==> src/rtl/core/ffsa_pkg.sv <==
// Package for the first-fit segment allocator: constants, types and codes.
`default_nettype none
package ffsa_pkg;

    // Sizing of the managed region and of the segment table.
    localparam int REGION_BYTES = 16384;
    localparam int HEADER_BYTES = 24;
    localparam int MIN_ALLOC    = 8;
    localparam int MAX_SEGMENTS = 512;

    // Field widths of the transactions.
    localparam int REQ_W  = 15;
    localparam int OFF_W  = 14;
    localparam int STAT_W = 3;

    // Internal widths.
    localparam int SEG_W  = $clog2(REGION_BYTES + 1);
    localparam int POS_W  = $clog2(MAX_SEGMENTS + 1);
    localparam int NEED_W = REQ_W + 2;

    // Command codes.
    localparam logic CMD_ALLOC = 1'b0;
    localparam logic CMD_FREE  = 1'b1;

    typedef enum logic [STAT_W-1:0] {
        ST_ALLOCATED    = 3'd0,
        ST_NO_FIT       = 3'd1,
        ST_BAD_SIZE     = 3'd2,
        ST_FREED        = 3'd3,
        ST_FREE_IGNORED = 3'd4
    } t_status;

    typedef struct packed {
        logic             command;
        logic [REQ_W-1:0] request_size;
        logic [OFF_W-1:0] free_offset;
    } t_in_item;

    typedef struct packed {
        t_status          status;
        logic [OFF_W-1:0] payload_offset;
    } t_out_item;

    // One table entry: segment size with header, and its free mark.
    typedef struct packed {
        logic [SEG_W-1:0] size;
        logic             free;
    } t_seg;

    typedef logic [POS_W-1:0] t_pos;

    typedef enum logic [1:0] {
        CM_HOLD,
        CM_ROTATE,
        CM_APPLY
    } t_cell_mode;

    typedef enum logic [1:0] {
        SH_NONE,
        SH_RIGHT,
        SH_LEFT1,
        SH_LEFT2
    } t_shift;

    // Command broadcast from the controller to every cell.
    typedef struct packed {
        t_cell_mode mode;
        logic       wa_en;
        t_pos       wa_idx;
        t_seg       wa_ent;
        logic       wb_en;
        t_seg       wb_ent;
        t_shift     sh;
        t_pos       sh_from;
    } t_cell_cmd;

    typedef enum logic [1:0] {
        S_IDLE,
        S_SCAN,
        S_APPLY
    } t_state;

endpackage
`default_nettype wire

==> src/rtl/core/ffsa_cell.sv <==
// One cell of the segment chain: holds a single table entry.
`default_nettype none
module ffsa_cell (
    input  logic               i_clk,
    input  logic               i_rst_n,
    input  ffsa_pkg::t_pos     i_index,
    input  ffsa_pkg::t_seg     i_init,
    input  ffsa_pkg::t_cell_cmd i_cmd,
    input  ffsa_pkg::t_seg     i_left,
    input  ffsa_pkg::t_seg     i_right,
    input  ffsa_pkg::t_seg     i_right2,
    output ffsa_pkg::t_seg     o_seg
);
    import ffsa_pkg::*;

    t_seg r_seg;
    t_seg n_seg;

    // Select the next entry from the broadcast command and this cell's place.
    always_comb begin
        n_seg = r_seg;
        case (i_cmd.mode)
            CM_ROTATE: begin
                n_seg = i_right;
            end
            CM_APPLY: begin
                if (i_cmd.wa_en && i_index == i_cmd.wa_idx) begin
                    n_seg = i_cmd.wa_ent;
                end else if (i_cmd.wb_en && i_index == i_cmd.wa_idx + POS_W'(1)) begin
                    n_seg = i_cmd.wb_ent;
                end else if (i_index >= i_cmd.sh_from) begin
                    case (i_cmd.sh)
                        SH_RIGHT: n_seg = i_left;
                        SH_LEFT1: n_seg = i_right;
                        SH_LEFT2: n_seg = i_right2;
                        default:  n_seg = r_seg;
                    endcase
                end
            end
            default: n_seg = r_seg;
        endcase
    end

    // Entry register; reset loads the initial table.
    always_ff @(posedge i_clk) begin
        if (!i_rst_n) begin
            r_seg <= i_init;
        end else begin
            r_seg <= n_seg;
        end
    end

    assign o_seg = r_seg;

endmodule
`default_nettype wire

==> config.mk <==
export PLATFORM = sky130hd
export DESIGN_NAME = ffsa_cell
export DESIGN_NICKNAME = d
export VERILOG_FILES = /design/src/rtl/core/ffsa_pkg.sv /design/src/rtl/core/ffsa_cell.sv
export SDC_FILE = /design/constraint.sdc
export NUM_CORES = 1
export LEC_CHECK = 0
export BUFFER_PORTS_ARGS = -buffer_cell sky130_fd_sc_hd__buf_2
export CAP_MARGIN = 5
export CORE_ASPECT_RATIO = 0.7
export CORE_MARGIN = 1.5
export CORE_UTILIZATION = 38
export CTS_CLUSTER_DIAMETER = 60
export DETAILED_ROUTE_END_ITERATION = 7
export GPL_ROUTABILITY_DRIVEN = 0
export PLACE_DENSITY = 0.78
export SLEW_MARGIN = 30
export SYNTH_ARGS = -nofsm -noshare
export SYNTH_HDL_FRONTEND = slang
export SYNTH_SLANG_ARGS = --single-unit
export TNS_END_PERCENT = 50
==> constraint.sdc <==
create_clock -name i_clk -period 3.39 [get_ports i_clk]
set_input_delay 0.678 -clock i_clk [delete_from_list [all_inputs] [get_ports i_clk]]
set_output_delay 0.678 -clock i_clk [all_outputs]
set_load 0.01 [all_outputs]
==> flow_summary.yaml, run 1 <==
route:
  drtPass1Iterations: 5
  vias: 2733
  wl_per_cell_um: 16.6
  drc: 0
  wl_um: 8040
  antenna_left: 0
  detail_route.vias_per_cell: 5.66
  drtIter0Drc: 218
floorplan:
  die_y_um: 65.2
  rows: 22
  initial_core_util_pct: 39.8
  core_area_um2: 5290
  io_pins: 150
  die_w_um: 91.9
  die-area_um2: 6000
timing:
  period_needed_ns: 2.61
  slew_violations: 0
  tightestPinTransition_ns: 0.785
  final.period_utilization_pct: 77.1
  slew_headroom_pct: 47.5
  finalSetupTns_ns: 0
  setup_viol: 0
  rsz0062_at_grt: "false"
  fmax_mhz: 383
  finalWorstSetupSlack_ns: 0.777
  timing.hold.ws_ns: 0.782
  hold_viol: 0
pwr:
  ir_drop_mv: 0.148
  p_per_area_nw_per_um2: 261
  p_leak_uw: 0.00160
  total_power_uw: 775
synthesis:
  yosys.area.top_type: "edfxtp_1"
  synthArstFlopShare_pct: 0
  ys_warn_count: 0
  synth_seq_cells: 16
  synth_ff_type: "edfxtp_1"
  synth_edf_count: 16
  synth_top_cells_by_area: "edfxtp_1 (23%), o22ai_1 (9.5%), mux2i_1 (8.1%)"
  avgSynthCellArea_um2: 7.91
  ys_seq_area_share_pct: 22.8
  synthCells: 266
  netlist_area_um2: 2100
  yosys.area.top_type_share_pct: 22.8
  synth_cell_type_count: 45
  syn_nets: 413
finish:
  largest_reg_flops: 16
  nNetsFinal: 559
  syn_to_final_growth_pct: 41.4
  drive_gt1_share_pct: 39.9
  antenna_cells: 0
clock_tree:
  cts_tree: "done"
  post_cts_resized: 0
  clock_path_buffers: 2
  cts_hold_buf: 0
  clk_pin_slew_ns: 0.06
  post_cts_buffers: 0
  root_buffer: "clkbuf_8"
  ctsHtreeMaxLevel: 1
  cts_buffers: 3
  cts.sinks: 16
worst_hold_path:
  hold_start: "i_cmd[20]"
  hold_depth: 3
  hold_path_class: "in -> reg"
  holdPathEnd: "o_seg[8]"
setup_path:
  critPathLaunchType: "primary input"
  path_max_fanout: 9
  worstPathArrival_ns: 2.60
  setup.worst_path.class: "in -> reg"
  end_kind: "register"
  required_ns: 3.38
grt:
  use_met1_pct: 34.8
  antenna_found_initial: 0
  grt.overflow.total: 0
  grt_max_degree: 21
  use_met3_pct: 3.94
  grt_pass1_vias: 2473
  use_met2_pct: 42.6
  grt_usage_pct: 25.5
  top_usage_layer: "met2"
  grt_first_pass_wirelength_um: 12000
placed_design:
  numPortBuffers: 149
  dpl.hpwl_um: 6490
  dp_slack_ns: 0.512
run:
  max-cap-violations: 0
run_status:
  status: "complete, no violations"
[report_power, final]
part	total (uW)	internal, uW	switching [uW]	leakage (uW)
Clock	145	80.3	65.0	0.0000231
Sequential	275	262	12.6	0.000158
Combinational	355	166	189	0.00142
Total	775	509	266	0.00160
[synthesized netlist by cell type, drive strengths merged, types with 2 or more instances]
master,count
a21o,8
o21ai,2
nand4,5
or2,2
or4,2
nand3,5
nand2,41
o211ai,3
xnor2,10
clkbuf,8
nand2b,18
a22oi,16
ha,13
a31oi,4
o22ai,32
a21oi,20
edfxtp,16
nor2,3
mux2i,17
nor4,2
buf,7
xor2,3
inv,12
[cells by family after synthesis]
group	after synthesis	synth area share [%]
muxes	17	8.09
adders and majority gates	13	7.73
xor gates and xnor gates	13	5.41
AOI/OAI and AO/OA	93	28.8
DFF	16	22.8
buffers and inverters	27	6.01
and+or+nand+nor	87	21.1
[cells in the final DEF (no fill, tap or decap), drive strengths merged, types with 2 or more instances in the layout]
| cell type | count |
|---|---|
| nand3 | 5 |
| a21o | 8 |
| o22ai | 32 |
| nor4 | 2 |
| nor2 | 3 |
| nand4 | 5 |
| mux2i | 17 |
| buf | 156 |
| or4 | 2 |
| a31oi | 4 |
| inv | 12 |
| a21oi | 20 |
| o21ai | 2 |
| xor2 | 3 |
| edfxtp | 16 |
| or2 | 2 |
| xnor2 | 10 |
| clkbuf | 3 |
| a22oi | 16 |
| nand2 | 41 |
| o211ai | 3 |
| nand2b | 18 |
| ha | 13 |
[metrics by stage]
stage          cell area, um^2  util [%]  instances
2_1_floorplan             2110         -        266
3_3_place_gp              2930      55.4        479
3_5_place_dp              2930      55.4        479
4_1_cts                   2970      56.3        483
5_1_grt                   2970      56.3        483
6_report                  2970      56.3        483
[worst max-delay path by stage]
stage | from | end
final | i_cmd[45] | o_seg[7]
after global placement | i_cmd[45] | o_seg[5]
after detailed placement | i_cmd[45] | o_seg[5]
after floorplan | i_cmd[45] | o_seg[0]
after global routing | i_cmd[45] | o_seg[10]
after CTS | i_cmd[45] | o_seg[5]
[critical path, cell delays in order]
cell     delay, ns
buf_2         0.14
ha_1          0.21
or4_1         0.52
a21o_1        0.17
a31oi_1       0.16
nand4_1       0.20
buf_4         0.26
mux2i_1       0.17
o22ai_1       0.09
[per-layer routing]
layer / vias to the layer above / share of wire, %
li1: 1300 / -
met1: 1265 / 44
met2: 156 / 46
met3: 12 / 8.8
met4: 0 / 1.5
met5: - / 0
[final cells by class]
type	instances	area, um^2
fill	514	2310
tap	72	90.1
multi-input combinational	223	1520
sequential	16	480
clock buffer	3	41.3
timing repair buffer	156	798
inverter	12	45.0
clock inverter	1	3.75
No activity file was read; power rests on OpenSTA's default activity.
==> run 2: changes to the inputs <==
clock period = 2.2 ns   (was 3.39 ns; I/O delays follow)
==> flow_summary.yaml, run 2 (same netlist as run 1, synthesis figures left out) <==
run_status:
  status: "complete, but fails checks"
  violations: "negative setup slack"
run:
  max-cap-violations: 0
grt:
  grt_usage_pct: 26.7
  grt_pass1_vias: 2657
  antenna_found_initial: 0
  grt_first_pass_wirelength_um: 12600
  grt.overflow.total: 0
  grt_max_degree: 17
clock_tree:
  cts.sinks: 16
  ctsHtreeMaxLevel: 1
  clk_pin_slew_ns: 0.07
  cts_hold_buf: 0
  cts_tree: "done"
  clock_path_buffers: 2
  cts_buffers: 3
  root_buffer: "clkbuf_8"
floorplan:
  core_area_um2: 5290
  initial_core_util_pct: 39.8
  io_pins: 150
  rows: 22
  die-area_um2: 6000
  die_w_um: 91.9
  die_y_um: 65.2
finish:
  stdcell_count: 516
  final_common_cell: "buf_2"
  utilization_pct: 63.9
  final.fill_count: 488
  regArea_um2: 480
  syn_to_final_growth_pct: 60.6
  nNetsFinal: 592
  final_cell_mix: "buf_2 (145), nand2_1 (40), buf_4 (37)"
  multi_input_area_um2: 1610
  drive_gt1_share_pct: 47.1
  antenna_cells: 0
  largest_reg_flops: 16
placed_design:
  dpl.cell_count: 511
  dp_slack_ns: -0.363
  numPortBuffers: 149
  dpl.hpwl_um: 6600
route:
  detail_route.vias_per_cell: 5.54
  antenna_left: 0
  vias: 2861
  wl_per_cell_um: 16.2
  drtPass1Iterations: 5
  drc: 0
  wl_um: 8340
  drtIter0Drc: 156
setup_path:
  worstPathArrival_ns: 2.24
  path_max_fanout: 16
  setup.worst_path.class: "in -> reg"
  critPathLaunchType: "primary input"
  end_kind: "register"
  required_ns: 2.21
timing:
  period_needed_ns: 2.24
  slew_headroom_pct: 53.0
  tightestPinTransition_ns: 0.703
  timing.hold.ws_ns: 0.529
  final.period_utilization_pct: 102
  setup_viol: 30
  hold_viol: 0
  finalWorstSetupSlack_ns: -0.0373
  fmax_mhz: 447
  finalSetupTns_ns: -0.313
  rsz0062_at_grt: "true"
  slew_violations: 0
pwr:
  switching_share_pct: 34.6
  ir_drop_mv: 0.181
  clock_power_share_pct: 18.6
  seqPwrFrac_pct: 32.6
  power.switching_uw: 450
  internal_power_uw: 851
  power_frac_comb_pct: 48.8
  p_per_area_nw_per_um2: 385
  p_leak_uw: 0.00182
worst_hold_path:
  holdPathEnd: "o_seg[8]"
  hold_start: "i_cmd[20]"
  hold_depth: 3
  hold_path_class: "in -> reg"
-- run 2: changes by cell type in the layout (fill, tap and decap cells not counted), moves of 3 or more --
cell / before / now
buf_6: 0 / 4
buf_12: 0 / 3
buf_2: 149 / 145
buf_4: 7 / 37
xnor2_1: 10 / 6
xnor2_2: 0 / 4
-- run 2: metal layers --
layer,vias up,wire (um),share of wire (%),global-route usage [%]
li1,1363,-,-,-
met1,1322,3310,40,33.2
met2,166,4110,49,47.4
met3,10,834,10,5.79
met4,0,83,1.0,6.54
met5,-,0,0,0
-- run 2: area by class of cell --
| type | instances | share of cell area, % |
|---|---|---|
| Inverter | 12 | 1.33 |
| Clock buffer | 3 | 1.22 |
| Tap cell | 72 | 2.67 |
| Clock inverter | 1 | 0.111 |
| Timing Repair Buffer | 189 | 32.8 |
| Sequential cell | 16 | 14.2 |
| Multi-Input combinational cell | 223 | 47.6 |
-- run 2: per-stage QoR --
| stage | total power (uW) | instance area (um^2) |
|---|---|---|
| after floorplan | 708 | 2150 |
| after global placement | 1020 | 3230 |
| after detailed placement | 1040 | 3230 |
| after CTS | 1290 | 3330 |
| after global routing | 1380 | 3380 |
| final | 1300 | 3380 |
-- run 2: critical path: stages --
cell and delay (ns):
buf_6 0.10, ha_4 0.15, or4_1 0.49, a21o_1 0.19, a31oi_1 0.13, nand4_1 0.23
buf_12 0.24, mux2i_1 0.17, o22ai_1 0.09
-- run 2: worst max-delay path by stage --
| stage | depth (start not counted) | slack, ns | start | end |
|---|---|---|---|---|
| 3_5_place_dp | 11 | -0.36 | i_cmd[45] | o_seg[15] |
| 2_1_floorplan | 9 | -0.46 | i_cmd[45] | o_seg[0] |
| 3_3_place_gp | 8 | -0.31 | i_cmd[49] | o_seg[12] |
| 6_report | 9 | -0.04 | i_cmd[45] | o_seg[0] |
| 4_1_cts | 9 | -0.02 | i_cmd[45] | o_seg[15] |
| 5_1_grt | 11 | -0.17 | i_cmd[46] | o_seg[4] |
-- run 2: power by group through the flow --
stage          clock network, uW  logic, uW  registers (uW)
2_1_floorplan                  0        254             454
3_3_place_gp                   0        590             427
3_5_place_dp                   0        607             431
4_1_cts                      244        619             425
5_1_grt                      257        691             429
6_report                     241        635             425
-- run 2: what timing repair did --
item | CTS | global route
resized for setup | 8 | 8
setup buffers | 0 | 1
endpoints found under the setup margin | 32 | 32
pin swaps | 2 | 3
